$ cat config.mk
export PLATFORM = sky130hd
export DESIGN_NAME = rtp_au_fragmenter_core
export DESIGN_NICKNAME = d
export VERILOG_FILES = /design/src/hdl/rtpaf_pkg.sv /design/src/hdl/rtp_au_fragmenter_core.sv /design/src/hdl/rtpaf_divider.sv /design/src/hdl/rtpaf_datapath.sv /design/src/hdl/rtpaf_ctrl.sv
export SDC_FILE = /design/constraint.sdc
export NUM_CORES = 1
export LEC_CHECK = 0
export BUFFER_PORTS_ARGS = -buffer_cell sky130_fd_sc_hd__buf_2
export CAP_MARGIN = 0
export CORE_MARGIN = 3
export CORE_UTILIZATION = 63
export CTS_CLUSTER_SIZE = 40
export DETAILED_ROUTE_END_ITERATION = 12
export PLACE_DENSITY = 0.82
export SLEW_MARGIN = 40
export SYNTH_ARGS = -nofsm -noshare
export SYNTH_HDL_FRONTEND = slang
export SYNTH_SLANG_ARGS = --single-unit
$ cat constraint.sdc
create_clock -name clk -period 6.4 [get_ports clk]
set_input_delay 0.64 -clock clk [delete_from_list [all_inputs] [get_ports clk]]
set_output_delay 0.64 -clock clk [all_outputs]
set_load 0.01 [all_outputs]
$ cat src/hdl/rtpaf_pkg.sv
// shared types, codes and constants of the rtp access unit fragmenter
`timescale 1ns / 1ps

package rtpaf_pkg;

    localparam int unsigned SIZE_W  = 31;
    localparam int unsigned MP_W    = 16;
    localparam int unsigned CNT_W   = 17;
    localparam int unsigned NUM_W   = 32;

    localparam logic [MP_W-1:0] MP_RESET  = 16'd1452;
    localparam logic [MP_W-1:0] HDR_BYTES = 16'd3;
    localparam logic [MP_W-1:0] MP_MIN    = 16'd7;

    localparam logic OP_BEGIN = 1'b0;
    localparam logic OP_DATA  = 1'b1;

    localparam logic       MODE_SIMPLE = 1'b1;
    localparam logic [1:0] TYPE_MIDDLE = 2'd0;
    localparam logic [1:0] TYPE_LAST   = 2'd1;
    localparam logic [1:0] TYPE_FIRST  = 2'd2;

    // output byte selection
    localparam logic [2:0] OSEL_HDR0 = 3'd0;
    localparam logic [2:0] OSEL_HDR1 = 3'd1;
    localparam logic [2:0] OSEL_HDR2 = 3'd2;
    localparam logic [2:0] OSEL_SZ0  = 3'd3;
    localparam logic [2:0] OSEL_SZ1  = 3'd4;
    localparam logic [2:0] OSEL_SZ2  = 3'd5;
    localparam logic [2:0] OSEL_SZ3  = 3'd6;
    localparam logic [2:0] OSEL_DATA = 3'd7;

    typedef struct packed {
        logic       start_begin;
        logic       drop_begin;
        logic       finish_begin;
        logic       take_data;
        logic       out_load;
        logic       out_direct;
        logic [2:0] out_sel;
    } ctrl_cmd_t;

    typedef struct packed {
        logic mp_small;
        logic div_done;
        logic count_ok;
        logic au_live;
        logic in_packet;
        logic out_free;
    } dp_stat_t;

    function automatic logic [7:0] hdr_byte(input logic [1:0] pkt_type);
        hdr_byte = {3'b000, MODE_SIMPLE, pkt_type, 2'b00};
    endfunction

endpackage

$ cat src/hdl/rtp_au_fragmenter_core.sv
// top level of the rtp access unit fragmenter (simple-mode payload layout)
//
// input stream: tuser[0] is the item kind (0 begins an access unit, 1 is a
// data byte); tdata carries the unit size in [30:0] and the data byte in [38:31].
// output stream: one payload byte per beat, tuser[0] marks the first byte of
// a payload, tlast its last byte, tuser[1] the marker bit of the first payload.
// max_payload is written through cfg_we/cfg_wdata; the user must write it only
// while the block is idle, which the block itself does not enforce. a begin beat
// starts a bit-serial division for the packet count; its seven header and size
// bytes follow once the division is done. a data byte inside an open payload is
// accepted and loaded into the output register in the same cycle: one byte per
// cycle sustained while the receiver takes every beat. a data byte that opens a
// new payload holds off the input through its three header bytes, then the byte.
// a begin with max_payload of 7 or less, or needing over 65536 payloads,
// yields nothing; so does a data byte outside an access unit.
// when the receiver stalls, the output register holds its beat and the input
// side is held off until the register frees. reset clears all counters,
// loads max_payload with 1452 and empties the output register.
`timescale 1ns / 1ps

module rtp_au_fragmenter_core
    import rtpaf_pkg::*;
(
    input  logic        clk,
    input  logic        rst_n,
    input  logic        s_tvalid,
    output logic        s_tready,
    input  logic [39:0] s_tdata,   // au_size[30:0], data_byte[38:31], zero pad
    input  logic [0:0]  s_tuser,   // operation
    output logic        m_tvalid,
    input  logic        m_tready,
    output logic [7:0]  m_tdata,   // out_byte
    output logic        m_tlast,
    output logic [1:0]  m_tuser,   // packet_start, marker
    input  logic        cfg_we,
    input  logic [15:0] cfg_wdata
);

    ctrl_cmd_t cmd;
    dp_stat_t  stat;
    logic      out_start;
    logic      out_mark;

    rtpaf_ctrl u_ctrl (
        .clk      (clk),
        .rst_n    (rst_n),
        .in_valid (s_tvalid),
        .in_op    (s_tuser[0]),
        .in_ready (s_tready),
        .stat     (stat),
        .cmd      (cmd)
    );

    rtpaf_datapath u_dp (
        .clk       (clk),
        .rst_n     (rst_n),
        .cmd       (cmd),
        .stat      (stat),
        .in_size   (s_tdata[30:0]),
        .in_byte   (s_tdata[38:31]),
        .cfg_we    (cfg_we),
        .cfg_wdata (cfg_wdata),
        .out_valid (m_tvalid),
        .out_ready (m_tready),
        .out_byte  (m_tdata),
        .out_start (out_start),
        .out_end   (m_tlast),
        .out_mark  (out_mark)
    );

    assign m_tuser = {out_mark, out_start};

    // an untaken beat is never overwritten
    assert property (@(posedge clk) disable iff (!rst_n)
        cmd.out_load |-> (!m_tvalid || m_tready))
        else $error("output register overwritten while holding a beat");

    // state-changing commands are mutually exclusive
    assert property (@(posedge clk) disable iff (!rst_n)
        $onehot0({cmd.start_begin, cmd.drop_begin, cmd.finish_begin, cmd.take_data}))
        else $error("conflicting datapath commands");

    // input commands only issue on an accepted beat
    assert property (@(posedge clk) disable iff (!rst_n)
        (cmd.start_begin || cmd.drop_begin || cmd.take_data) |-> (s_tvalid && s_tready))
        else $error("input command without an accepted beat");

    // the count is only committed after the divider finishes
    assert property (@(posedge clk) disable iff (!rst_n)
        cmd.finish_begin |-> stat.div_done)
        else $error("packet count committed before division done");

endmodule

$ cat src/hdl/rtpaf_divider.sv
// restoring divider, one quotient bit per cycle, for the packet count
`timescale 1ns / 1ps

module rtpaf_divider
    import rtpaf_pkg::*;
(
    input  logic             clk,
    input  logic             rst_n,
    input  logic             start,
    input  logic [NUM_W-1:0] num,
    input  logic [MP_W-1:0]  den,
    output logic             done,
    output logic [NUM_W-1:0] quot
);

    logic             busy_reg, busy_next;
    logic             done_reg, done_next;
    logic [4:0]       cnt_reg, cnt_next;
    logic [NUM_W-1:0] quot_reg, quot_next;
    logic [MP_W-1:0]  rem_reg, rem_next;
    logic [MP_W-1:0]  den_reg, den_next;
    logic [MP_W:0]    trial;
    logic [MP_W:0]    diff;
    logic             fits;

    always_comb
    begin
        trial     = {rem_reg, quot_reg[NUM_W-1]};
        diff      = trial - {1'b0, den_reg};
        fits      = (trial >= {1'b0, den_reg});
        busy_next = busy_reg;
        done_next = 1'b0;
        cnt_next  = cnt_reg;
        quot_next = quot_reg;
        rem_next  = rem_reg;
        den_next  = den_reg;
        if (start)
        begin
            busy_next = 1'b1;
            cnt_next  = '0;
            quot_next = num;
            rem_next  = '0;
            den_next  = den;
        end
        else if (busy_reg)
        begin
            quot_next = {quot_reg[NUM_W-2:0], fits};
            // remainder stays below the divisor, so it fits in 16 bits
            rem_next  = fits ? diff[MP_W-1:0] : trial[MP_W-1:0];
            cnt_next  = cnt_reg + 5'd1;
            if (cnt_reg == 5'd31)
            begin
                busy_next = 1'b0;
                done_next = 1'b1;
            end
        end
    end

    always_ff @(posedge clk or negedge rst_n)
    begin
        if (!rst_n)
        begin
            busy_reg <= 1'b0;
            done_reg <= 1'b0;
            cnt_reg  <= '0;
        end
        else
        begin
            busy_reg <= busy_next;
            done_reg <= done_next;
            cnt_reg  <= cnt_next;
        end
    end

    always_ff @(posedge clk)
    begin
        quot_reg <= quot_next;
        rem_reg  <= rem_next;
        den_reg  <= den_next;
    end

    assign done = done_reg;
    assign quot = quot_reg;

endmodule

$ cat src/hdl/rtpaf_datapath.sv
// fragmenter datapath: counters, header values, size register and output register
`timescale 1ns / 1ps

module rtpaf_datapath
    import rtpaf_pkg::*;
(
    input  logic              clk,
    input  logic              rst_n,
    input  ctrl_cmd_t         cmd,
    output dp_stat_t          stat,
    input  logic [SIZE_W-1:0] in_size,
    input  logic [7:0]        in_byte,
    input  logic              cfg_we,
    input  logic [MP_W-1:0]   cfg_wdata,
    output logic              out_valid,
    input  logic              out_ready,
    output logic [7:0]        out_byte,
    output logic              out_start,
    output logic              out_end,
    output logic              out_mark
);

    logic [MP_W-1:0]   mp_reg;
    logic [CNT_W-1:0]  pl_reg;
    logic [MP_W-1:0]   chunk_reg;
    logic [SIZE_W-1:0] au_left_reg;
    logic              first_reg;
    logic              active_reg;
    logic              in_pkt_reg;

    logic [SIZE_W-1:0] size_reg;
    logic [MP_W-1:0]   mc_reg;
    logic [7:0]        hdr_b0_reg;
    logic [15:0]       hdr_cnt_reg;
    logic              hdr_mark_reg;
    logic [7:0]        data_reg;
    logic              data_end_reg;
    logic              data_mark_reg;

    logic              ovalid_reg;
    logic [7:0]        obyte_reg;
    logic              ostart_reg;
    logic              oend_reg;
    logic              omark_reg;

    logic [NUM_W-1:0]  div_num;
    logic [MP_W-1:0]   div_den;
    logic              div_done;
    logic [NUM_W-1:0]  quot;
    logic [NUM_W-1:0]  quot_m1;

    logic [MP_W-1:0]   cap;
    logic [MP_W-1:0]   au_min;
    logic [MP_W-1:0]   chunk_base;
    logic [MP_W-1:0]   chunk_nx;
    logic [SIZE_W-1:0] au_nx;
    logic [CNT_W-1:0]  pl_nx;
    logic              d_end;
    logic              d_mark;
    logic [MP_W-1:0]   cap_first;
    logic [MP_W-1:0]   chunk_first;

    logic [7:0]        sel_byte;
    logic              sel_start;
    logic              sel_end;
    logic              sel_mark;

    assign div_den = mp_reg - HDR_BYTES;
    assign div_num = {1'b0, in_size} + {16'd0, div_den} + 32'd3;

    rtpaf_divider u_div (
        .clk   (clk),
        .rst_n (rst_n),
        .start (cmd.start_begin),
        .num   (div_num),
        .den   (div_den),
        .done  (div_done),
        .quot  (quot)
    );

    always_comb
    begin
        cap        = (mp_reg > HDR_BYTES) ? (mp_reg - HDR_BYTES) : 16'd1;
        au_min     = (au_left_reg < {15'd0, cap}) ? au_left_reg[MP_W-1:0] : cap;
        chunk_base = in_pkt_reg ? chunk_reg : au_min;
        chunk_nx   = chunk_base - 16'd1;
        d_end      = (chunk_nx == '0);
        d_mark     = in_pkt_reg & first_reg;
        au_nx      = au_left_reg - 31'd1;
        pl_nx      = (pl_reg != '0) ? (pl_reg - 17'd1) : '0;
        quot_m1    = quot - 32'd1;
        // first payload also carries the four size bytes
        cap_first   = mc_reg - 16'd4;
        chunk_first = (size_reg < {15'd0, cap_first}) ? size_reg[MP_W-1:0] : cap_first;
    end

    assign stat.mp_small  = (mp_reg <= MP_MIN);
    assign stat.div_done  = div_done;
    assign stat.count_ok  = (quot[NUM_W-1:CNT_W] == '0) &&
                            (!quot[CNT_W-1] || (quot[CNT_W-2:0] == '0));
    assign stat.au_live   = active_reg && (au_left_reg != '0);
    assign stat.in_packet = in_pkt_reg;
    assign stat.out_free  = !ovalid_reg || out_ready;

    always_ff @(posedge clk or negedge rst_n)
    begin
        if (!rst_n)
        begin
            mp_reg      <= MP_RESET;
            pl_reg      <= '0;
            chunk_reg   <= '0;
            au_left_reg <= '0;
            first_reg   <= 1'b0;
            active_reg  <= 1'b0;
            in_pkt_reg  <= 1'b0;
        end
        else
        begin
            if (cfg_we)
            begin
                mp_reg <= cfg_wdata;
            end
            if (cmd.start_begin || cmd.drop_begin)
            begin
                pl_reg      <= '0;
                chunk_reg   <= '0;
                au_left_reg <= '0;
                first_reg   <= 1'b0;
                active_reg  <= 1'b0;
                in_pkt_reg  <= 1'b0;
            end
            else if (cmd.finish_begin)
            begin
                pl_reg      <= quot_m1[CNT_W-1:0];
                chunk_reg   <= chunk_first;
                au_left_reg <= size_reg;
                first_reg   <= 1'b1;
                active_reg  <= (size_reg != '0);
                in_pkt_reg  <= (size_reg != '0);
            end
            else if (cmd.take_data)
            begin
                if (!in_pkt_reg)
                begin
                    pl_reg    <= pl_nx;
                    first_reg <= 1'b0;
                end
                chunk_reg   <= chunk_nx;
                au_left_reg <= au_nx;
                active_reg  <= (au_nx != '0);
                in_pkt_reg  <= (au_nx != '0) && !d_end;
            end
        end
    end

    always_ff @(posedge clk)
    begin
        if (cmd.start_begin)
        begin
            size_reg <= in_size;
            mc_reg   <= div_den;
        end
        if (cmd.finish_begin)
        begin
            hdr_b0_reg   <= hdr_byte((quot_m1[CNT_W-1:0] == '0) ? TYPE_LAST : TYPE_FIRST);
            hdr_cnt_reg  <= quot_m1[15:0];
            hdr_mark_reg <= 1'b1;
        end
        else if (cmd.take_data)
        begin
            if (!in_pkt_reg)
            begin
                hdr_b0_reg   <= hdr_byte((pl_nx == '0) ? TYPE_LAST : TYPE_MIDDLE);
                hdr_cnt_reg  <= pl_nx[15:0];
                hdr_mark_reg <= 1'b0;
            end
            data_reg      <= in_byte;
            data_end_reg  <= d_end;
            data_mark_reg <= d_mark;
        end
    end

    always_comb
    begin
        sel_start = 1'b0;
        sel_end   = 1'b0;
        sel_mark  = 1'b1;
        sel_byte  = data_reg;
        case (cmd.out_sel)
            OSEL_HDR0:
            begin
                sel_byte  = hdr_b0_reg;
                sel_start = 1'b1;
                sel_mark  = hdr_mark_reg;
            end
            OSEL_HDR1:
            begin
                sel_byte = hdr_cnt_reg[15:8];
                sel_mark = hdr_mark_reg;
            end
            OSEL_HDR2:
            begin
                sel_byte = hdr_cnt_reg[7:0];
                sel_mark = hdr_mark_reg;
            end
            OSEL_SZ0: sel_byte = {1'b0, size_reg[30:24]};
            OSEL_SZ1: sel_byte = size_reg[23:16];
            OSEL_SZ2: sel_byte = size_reg[15:8];
            OSEL_SZ3:
            begin
                sel_byte = size_reg[7:0];
                // empty unit closes its only payload on the last size byte
                sel_end  = (size_reg == '0);
            end
            OSEL_DATA:
            begin
                // direct path sends the incoming byte in its accept cycle
                sel_byte = cmd.out_direct ? in_byte : data_reg;
                sel_end  = cmd.out_direct ? d_end : data_end_reg;
                sel_mark = cmd.out_direct ? d_mark : data_mark_reg;
            end
            default:
            begin
                sel_byte = data_reg;
            end
        endcase
    end

    always_ff @(posedge clk or negedge rst_n)
    begin
        if (!rst_n)
        begin
            ovalid_reg <= 1'b0;
        end
        else if (cmd.out_load)
        begin
            ovalid_reg <= 1'b1;
        end
        else if (out_ready)
        begin
            ovalid_reg <= 1'b0;
        end
    end

    always_ff @(posedge clk)
    begin
        if (cmd.out_load)
        begin
            obyte_reg  <= sel_byte;
            ostart_reg <= sel_start;
            oend_reg   <= sel_end;
            omark_reg  <= sel_mark;
        end
    end

    assign out_valid = ovalid_reg;
    assign out_byte  = obyte_reg;
    assign out_start = ostart_reg;
    assign out_end   = oend_reg;
    assign out_mark  = omark_reg;

endmodule

$ cat src/hdl/rtpaf_ctrl.sv
// fragmenter controller: input acceptance and output byte sequencing
`timescale 1ns / 1ps

module rtpaf_ctrl
    import rtpaf_pkg::*;
(
    input  logic      clk,
    input  logic      rst_n,
    input  logic      in_valid,
    input  logic      in_op,
    output logic      in_ready,
    input  dp_stat_t  stat,
    output ctrl_cmd_t cmd
);

    localparam logic [3:0] ST_IDLE = 4'd0;
    localparam logic [3:0] ST_DIV  = 4'd1;
    localparam logic [3:0] ST_HDR0 = 4'd2;
    localparam logic [3:0] ST_HDR1 = 4'd3;
    localparam logic [3:0] ST_HDR2 = 4'd4;
    localparam logic [3:0] ST_SZ0  = 4'd5;
    localparam logic [3:0] ST_SZ1  = 4'd6;
    localparam logic [3:0] ST_SZ2  = 4'd7;
    localparam logic [3:0] ST_SZ3  = 4'd8;
    localparam logic [3:0] ST_DATA = 4'd9;

    logic [3:0] state_reg, state_next;
    logic       first_hdr_reg, first_hdr_next;
    logic       acc;

    always_comb
    begin
        cmd            = '0;
        state_next     = state_reg;
        first_hdr_next = first_hdr_reg;
        in_ready       = (state_reg == ST_IDLE) && stat.out_free;
        acc            = in_valid && in_ready;
        case (state_reg)
            ST_IDLE:
            begin
                if (acc)
                begin
                    if (in_op == OP_BEGIN)
                    begin
                        if (stat.mp_small)
                        begin
                            cmd.drop_begin = 1'b1;
                        end
                        else
                        begin
                            cmd.start_begin = 1'b1;
                            state_next      = ST_DIV;
                        end
                    end
                    else if (stat.au_live)
                    begin
                        cmd.take_data = 1'b1;
                        if (stat.in_packet)
                        begin
                            cmd.out_load   = 1'b1;
                            cmd.out_direct = 1'b1;
                            cmd.out_sel    = OSEL_DATA;
                        end
                        else
                        begin
                            first_hdr_next = 1'b0;
                            state_next     = ST_HDR0;
                        end
                    end
                end
            end
            ST_DIV:
            begin
                if (stat.div_done)
                begin
                    if (stat.count_ok)
                    begin
                        cmd.finish_begin = 1'b1;
                        first_hdr_next   = 1'b1;
                        state_next       = ST_HDR0;
                    end
                    else
                    begin
                        state_next = ST_IDLE;
                    end
                end
            end
            ST_HDR0:
            begin
                cmd.out_sel = OSEL_HDR0;
                if (stat.out_free)
                begin
                    cmd.out_load = 1'b1;
                    state_next   = ST_HDR1;
                end
            end
            ST_HDR1:
            begin
                cmd.out_sel = OSEL_HDR1;
                if (stat.out_free)
                begin
                    cmd.out_load = 1'b1;
                    state_next   = ST_HDR2;
                end
            end
            ST_HDR2:
            begin
                cmd.out_sel = OSEL_HDR2;
                if (stat.out_free)
                begin
                    cmd.out_load = 1'b1;
                    state_next   = first_hdr_reg ? ST_SZ0 : ST_DATA;
                end
            end
            ST_SZ0:
            begin
                cmd.out_sel = OSEL_SZ0;
                if (stat.out_free)
                begin
                    cmd.out_load = 1'b1;
                    state_next   = ST_SZ1;
                end
            end
            ST_SZ1:
            begin
                cmd.out_sel = OSEL_SZ1;
                if (stat.out_free)
                begin
                    cmd.out_load = 1'b1;
                    state_next   = ST_SZ2;
                end
            end
            ST_SZ2:
            begin
                cmd.out_sel = OSEL_SZ2;
                if (stat.out_free)
                begin
                    cmd.out_load = 1'b1;
                    state_next   = ST_SZ3;
                end
            end
            ST_SZ3:
            begin
                cmd.out_sel = OSEL_SZ3;
                if (stat.out_free)
                begin
                    cmd.out_load = 1'b1;
                    state_next   = ST_IDLE;
                end
            end
            ST_DATA:
            begin
                cmd.out_sel = OSEL_DATA;
                if (stat.out_free)
                begin
                    cmd.out_load = 1'b1;
                    state_next   = ST_IDLE;
                end
            end
            default:
            begin
                state_next = ST_IDLE;
            end
        endcase
    end

    always_ff @(posedge clk or negedge rst_n)
    begin
        if (!rst_n)
        begin
            state_reg     <= ST_IDLE;
            first_hdr_reg <= 1'b0;
        end
        else
        begin
            state_reg     <= state_next;
            first_hdr_reg <= first_hdr_next;
        end
    end

endmodule
# [Word-level counts from Yosys, hierarchy flattened]
# Index checks and enable logic that the tools add are counted.
[word_totals] regBits=231 elab_cells=209 input_bits=62 output_inout_bits=13
[classes] order_cmp=5 addsub=10 muxes=92 bitwise_logic=3 eq_ne=35 reduce_logical=37
[ops] operator="two-way mux 16 bit" n=11
[ops] operator="two-way mux 31 bit" n=3
[ops] operator="nonzero test 31 bit" n=3
[ops] operator="two-way mux 17 bit" n=5
[ops] operator="two-way mux 4 bit" n=17
[ops] operator="two-way mux 32 bit" n=2
[ops] operator="one-hot mux 8 bit (8 select lines)" n=1
[ops] operator="less-than comparator 31 x 16 -> 1 bit" n=2
[ops] operator="one-hot mux 4 bit (9 select lines)" n=1
[ops] operator="two-way mux 1 bit" n=35
[ops] operator="zero test 17 bit" n=2
[ops] operator="subtractor 17 x 1 -> 17 bit (second input constant)" n=2
[ops] operator="adder 31 x 16 -> 32 bit" n=1
[ops] operator="adder 32 x 2 -> 32 bit (second input constant)" n=1
[ops] operator="zero test 16 bit" n=2
[ops] operator="zero test 31 bit" n=1
[ops] operator="subtractor 31 x 1 -> 31 bit (second input constant)" n=1
[ops] operator="one-hot mux 3 bit (8 select lines)" n=1
[ops] operator="two-way mux 6 bit" n=3
[ops] operator="inequality test 2 x 1 -> 1 bit (second input constant)" n=9
[ops] operator=">= comparator 17 x 16 -> 1 bit" n=1
[ops] operator="nonzero test 17 bit" n=1
[ops] operator="== test 4 x 3 -> 1 bit (second input constant)" n=4
[ops] operator="greater-than comparator 16 x 2 -> 1 bit (second input constant)" n=1
[ops] operator="other kinds (35)" n=72

# [Depth between registers and ports, before layout]
[depth] depth_word=12 mapped_depth=22 ltp_nobuf=21

# [Hierarchy]
# From an unflattened synthesis, not the netlist that was laid out.
[hier_totals] hier_cells=1688 hier_area_um2=16280.6
[by_module_without_submodules] mod="rtpaf_datapath" area_each_um2=12035.3 cells_each=1308 seq_area_each_um2=4712.0 n_inst=1
[by_module_without_submodules] mod="rtpaf_divider" area_each_um2=3748.6 cells_each=316 seq_area_each_um2=1936.9 n_inst=1
[by_module_without_submodules] mod="rtpaf_ctrl" area_each_um2=481.7 cells_each=62 seq_area_each_um2=125.1 n_inst=1
[by_module_without_submodules] mod="rtp_au_fragmenter_core" area_each_um2=15.0 cells_each=2 seq_area_each_um2=0.0 n_inst=1

# [Worst setup path before layout]
# Ideal clock, no wire load.
[synth_path] kind="register to register" from="register u_dp.mp_reg[2]" to="register u_dp.oend_reg, in the netlist u_dp.out_end (data pin)" required_time_ns=6.270 setup_ns=0.130 path_stages_with_launch=23 t_arrival_ns=4.988 n_path_buf=2 path_slack_ns=1.282 period_less_slack_ns=5.118 path_cell_list="dfstp_2 clkbuf_1 a2111oi_2 nand2_1 or4_1 xnor2_1 nand2_1 ha_1 nand3_1 o22ai_1 o221ai_1 or3b_1 buf_6 nor2_4 o21ai_2 a21oi_1 ha_1 nand3_1 or3_4 nor3b_2 o22ai_1 a2111oi_4 a21o_1"
[synth_between] elab_chain_cells=9 word_cells_on_any_way=10 classes_between="2 x add/sub; 2 x order compare; 5 x mux; 1 x reduce/logical"
[synth_lines] item="from (decl)" line_no="rtpaf_datapath.sv:23" source="logic [MP_W-1:0] mp_reg;"
[synth_lines] item="from (signal assigned)" line_no="rtpaf_datapath.sv:121" source="mp_reg <= cfg_wdata;"
[synth_lines] item="subtractor 16 x 2 -> 16 bit (*)"
[synth_lines] item="named net u_dp.div_den[11]" line_no="rtpaf_datapath.sv:47" source="logic [MP_W-1:0] div_den;"
[synth_lines] item="two-way mux 16 bit (*)" line_no="rtpaf_datapath.sv:83" source="cap = (mp_reg > HDR_BYTES) ? (mp_reg - HDR_BYTES) : 16'd1;"
[synth_lines] item="less-than comparator 31 x 16 -> 1 bit" line_no="rtpaf_datapath.sv:84" source="au_min = (au_left_reg < {15'd0, cap}) ? au_left_reg[MP_W-1:0] : cap;"
[synth_lines] item="two-way mux 16 bit (*)" line_no="rtpaf_datapath.sv:84"
[synth_lines] item="two-way mux 16 bit (*)" line_no="rtpaf_datapath.sv:85" source="chunk_base = in_pkt_reg ? chunk_reg : au_min;"
[synth_lines] item="subtractor 16 x 1 -> 16 bit (*)" line_no="rtpaf_datapath.sv:86" source="chunk_nx = chunk_base - 16'd1;"
[synth_lines] item="zero test 16 bit (*)" line_no="rtpaf_datapath.sv:87" source="d_end = (chunk_nx == '0);"
[synth_lines] item="named net u_dp.d_end" line_no="rtpaf_datapath.sv:58" source="logic d_end;"
[synth_lines] item="two-way mux 1 bit (*)" line_no="rtpaf_datapath.sv:219" source="sel_end = cmd.out_direct ? d_end : data_end_reg;"
[synth_lines] item="one-hot mux 1 bit (2 select lines) (*)" line_no="rtpaf_datapath.sv:189" source="case (cmd.out_sel)"
[synth_lines] item="named net u_dp.sel_end" line_no="rtpaf_datapath.sv:65" source="logic sel_end;"
[synth_lines] item="to (signal assigned)" line_no="rtpaf_datapath.sv:251" source="oend_reg <= sel_end;"
[synth_lines] item="to (decl)" line_no="rtpaf_datapath.sv:43" source="logic oend_reg;"
# The timed path passes the listed nets; every way through them passes the cells marked *.
# A chain may end at the register's enable or synchronous reset.

# [Worst setup path after layout]
[layout_path] from="register u_dp.mp_reg[0]" to="register u_dp.oend_reg, in the netlist u_dp.out_end (data pin)"
# The elaborated chain is that of the path after synthesis.

==> qor.txt <==
capturing point of the worst reg2reg path: u_dp.out_end
post-synth cell types: 93
share of post-route cells with drive strength above 1: 12.80%
Slew HR: 43.72%
Total GRT Usage: 33.33%
final hold vios: 0
most used flip-flop cell after synthesis: edfxtp_1
IO Pins: 75
TritonRoute pass-1 iters: 8
nets@finish: 1845
CTS Buffer Depth: 3
CTS Root Cell: clkbuf_16
initial antenna violation count: 0
clk slew on worst S/H paths: 60 ps
clock latency on the worst-skew pair: 550 ps
core footprint: 23680 µm²
DP Wirelength: 32040 µm
port bufs: 73
vias in the first global route: 12799
H-Tree Depth: 1
R2R depth: 20
Pleak: 0.007023 µW
Final Skew: 16.70 ps
hold_buf cts: 0
Initial Util: 64.60%
status: complete, no violations
CP Launch Type: flip-flop
TritonCTS Buffers: 27
Post-synth EDFFs: 118
synthesized area per cell: 9.346 µm²
Syn. warnings: 0
RSZ-0062 raised after global routing: no
pwr dens: 618.0 nW/µm²
VDD IR-drop max: 0.0003687 V
vias after detailed routing: 13390
Final Cycle Share: 92.11%
die area: 26190 µm²
TritonCTS sink count: 231
Tmin final: 5895 ps
drt drc: 0
RR Startpoint: u_dp.mp_reg[0]
CP arrival: 6310 ps
Pins Over Slew Limit: 0
die height: 161.8 µm
Req. time, crit path: 6820 ps
routability cong.: 1.044
MaxCap Viol Count: 0
Synth async-reset ratio: 41.56%
DIE WIDTH: 161.8 µm
Critical Path End Type: flip-flop
setup slack after layout: 504.8 ps
Max Fanout on Critical Path: 7
Layout area overhead: 10.33%
post-cts sizing count: 0
Synth Cell Area: 15300 µm²
via/cell ratio: 6.596
syn nets: 1792
Largest register FFs: 32
Design Area, Final: 16880 µm²
Syn Inst Count: 1637
largest net degree at the start of global routing: 79
WL per Instance: 21.71 µm
post-synthesis register bit count: 231
remaining global-route overflow: 0
first-pass GRT wire length: 69210 µm
reg-to-reg slack, setup: 500 ps
Setup Fix Bufs, Post-CTS: 0
kind of critical path: reg -> reg
Post-DP Area: 15970 µm²
row cnt: 56
total negative slack: 0 ps
sequential fraction of the synthesis area: 41.14%
Detail Route Antenna Nets: 0
WL final: 44060 µm
Iteration-0 DRC Markers: 1794
count of final setup violators: 0
Hold Crit Class: in -> async
measured slew at the worst slew-check pin: 841.1 ps
ant diodes: 0
Setup WS pre-CTS: 690.4 ps
Max Fclk: 169.6 MHz
CTS tree: done
## logic make-up (layout without fill, tap and decap cells)
family          Yosys count  in the layout  share of synthesized area [%]
fa+ha+maj                93             93                          7.704
buf+inv                 156            230                          4.048
mux                      41             41                          3.337
compound gates          394            394                          16.52
flops                   231            231                          41.14
xor+xnor                125            125                          7.156
simple gates            597            597                          20.10
## metal layers
layer / part of all wire [%] / GRT usage (%)
met5: 0 / 0
met4: 4.9 / 13.80
met3: 11 / 7.371
met2: 45 / 52.54
met1: 39 / 44.96
## layout make-up
type / count / area, µm²
Clock buffer: 41 / 778.2
Clock inverter: 9 / 130.1
Fill cell: 1814 / 6803
Inverter: 83 / 311.5
Multi-Input combinational cell: 1250 / 8414
Sequential cell: 231 / 6295
Tap cell: 319 / 399.1
Timing Repair Buffer: 97 / 551.8
## cell usage after synthesis (all sizes together), types with 7 or more instances
cell / instances / share of area (%)
nand2: 198 / 4.9
o21ai: 162 / 5.3
edfxtp: 118 / 23
nor2: 109 / 2.8
xnor2: 93 / 5.3
ha: 91 / 7.4
dfrtp: 90 / 15
inv: 83 / 2.0
a21oi: 65 / 2.2
clkbuf: 53 / 1.3
nor3: 51 / 1.9
nand3: 39 / 1.4
nor4: 38 / 1.7
xor2: 32 / 1.8
a21o: 31 / 1.5
nand4: 31 / 1.4
and3: 28 / 1.1
or3: 26 / 1.1
a31oi: 25 / 1.0
buf: 20 / 0.71
mux2: 20 / 1.5
dfxtp: 17 / 2.2
o31ai: 16 / 0.88
mux2i: 15 / 0.98
nand2b: 14 / 0.57
a2111oi: 11 / 0.79
or4: 10 / 0.52
a211oi: 9 / 0.52
and2: 9 / 0.37
nor2b: 9 / 0.37
o22ai: 9 / 0.37
a222oi: 8 / 0.52
nor3b: 8 / 0.49
a22o: 7 / 0.40
nor4b: 7 / 0.40
o41ai: 7 / 0.45
or2: 7 / 0.29
## power breakdown
group / internal, µW / switching, µW / total, µW / leakage (µW)
Clock: 957 / 614 / 1570 / 0.000434
Combinational: 2340 / 3660 / 6000 / 0.00405
Sequential: 2270 / 590 / 2860 / 0.00253
## layout by cell type, fill, tap and decap left out, drive strengths merged, types with 8 or more instances in the layout
cell type,n
a211oi,9
ha,91
nor2,109
or4,10
clkbuf,41
xor2,32
o21ai,162
mux2i,15
nand2b,14
dfxtp,17
or3,26
edfxtp,118
dfrtp,90
o31ai,16
buf,97
a222oi,8
a21o,31
nand4,31
a2111oi,11
o22ai,9
nor3b,8
nor4,38
inv,84
nand2,198
mux2,20
a31oi,25
and3,28
nor2b,9
a21oi,65
xnor2,93
nor3,51
nand3,39
and2,9
## critical path: stages, from the launching register on
cell       delay [ps]
dfrtp_1           510
a2111oi_2         480
nand2_1           210
or4_1             460
xnor2_1           320
nand2_1           100
ha_1              300
nand3_1           120
o22ai_1           100
o221ai_1          430
or3b_1            450
nor2_4            170
o21ai_2           130
a21oi_1           220
ha_1              230
nand3_1           140
nor3_2            350
and3_1            260
o21ai_1           110
a2111oi_4         490
a21o_1            180
## through the flow
step / util, % / hold slack [ps] / power [µW] / std cells
floorplan: - / 344.4 / 7221 / 1637
global placement: 67.37 / 445.0 / 8429 / 1980
detailed placement: 67.41 / 458.2 / 8642 / 1980
CTS: 71.25 / 41.39 / 10270 / 2030
global route: 71.28 / 65.60 / 11160 / 2030
finish: 71.28 / 36.15 / 10430 / 2030
## worst max-delay path by stage
stage	cells past startpoint	slack, ps	to	start
floorplan	22	1280	u_dp.out_end	u_dp.mp_reg[2]
global placement	17	780	u_dp.out_end	u_dp.mp_reg[0]
detailed placement	17	690	u_dp.out_end	u_dp.mp_reg[0]
CTS	17	680	u_dp.out_end	u_dp.mp_reg[0]
global route	17	200	u_dp.out_end	u_dp.mp_reg[0]
finish	20	500	u_dp.out_end	u_dp.mp_reg[0]
Power figures use the tool's default switching activity.
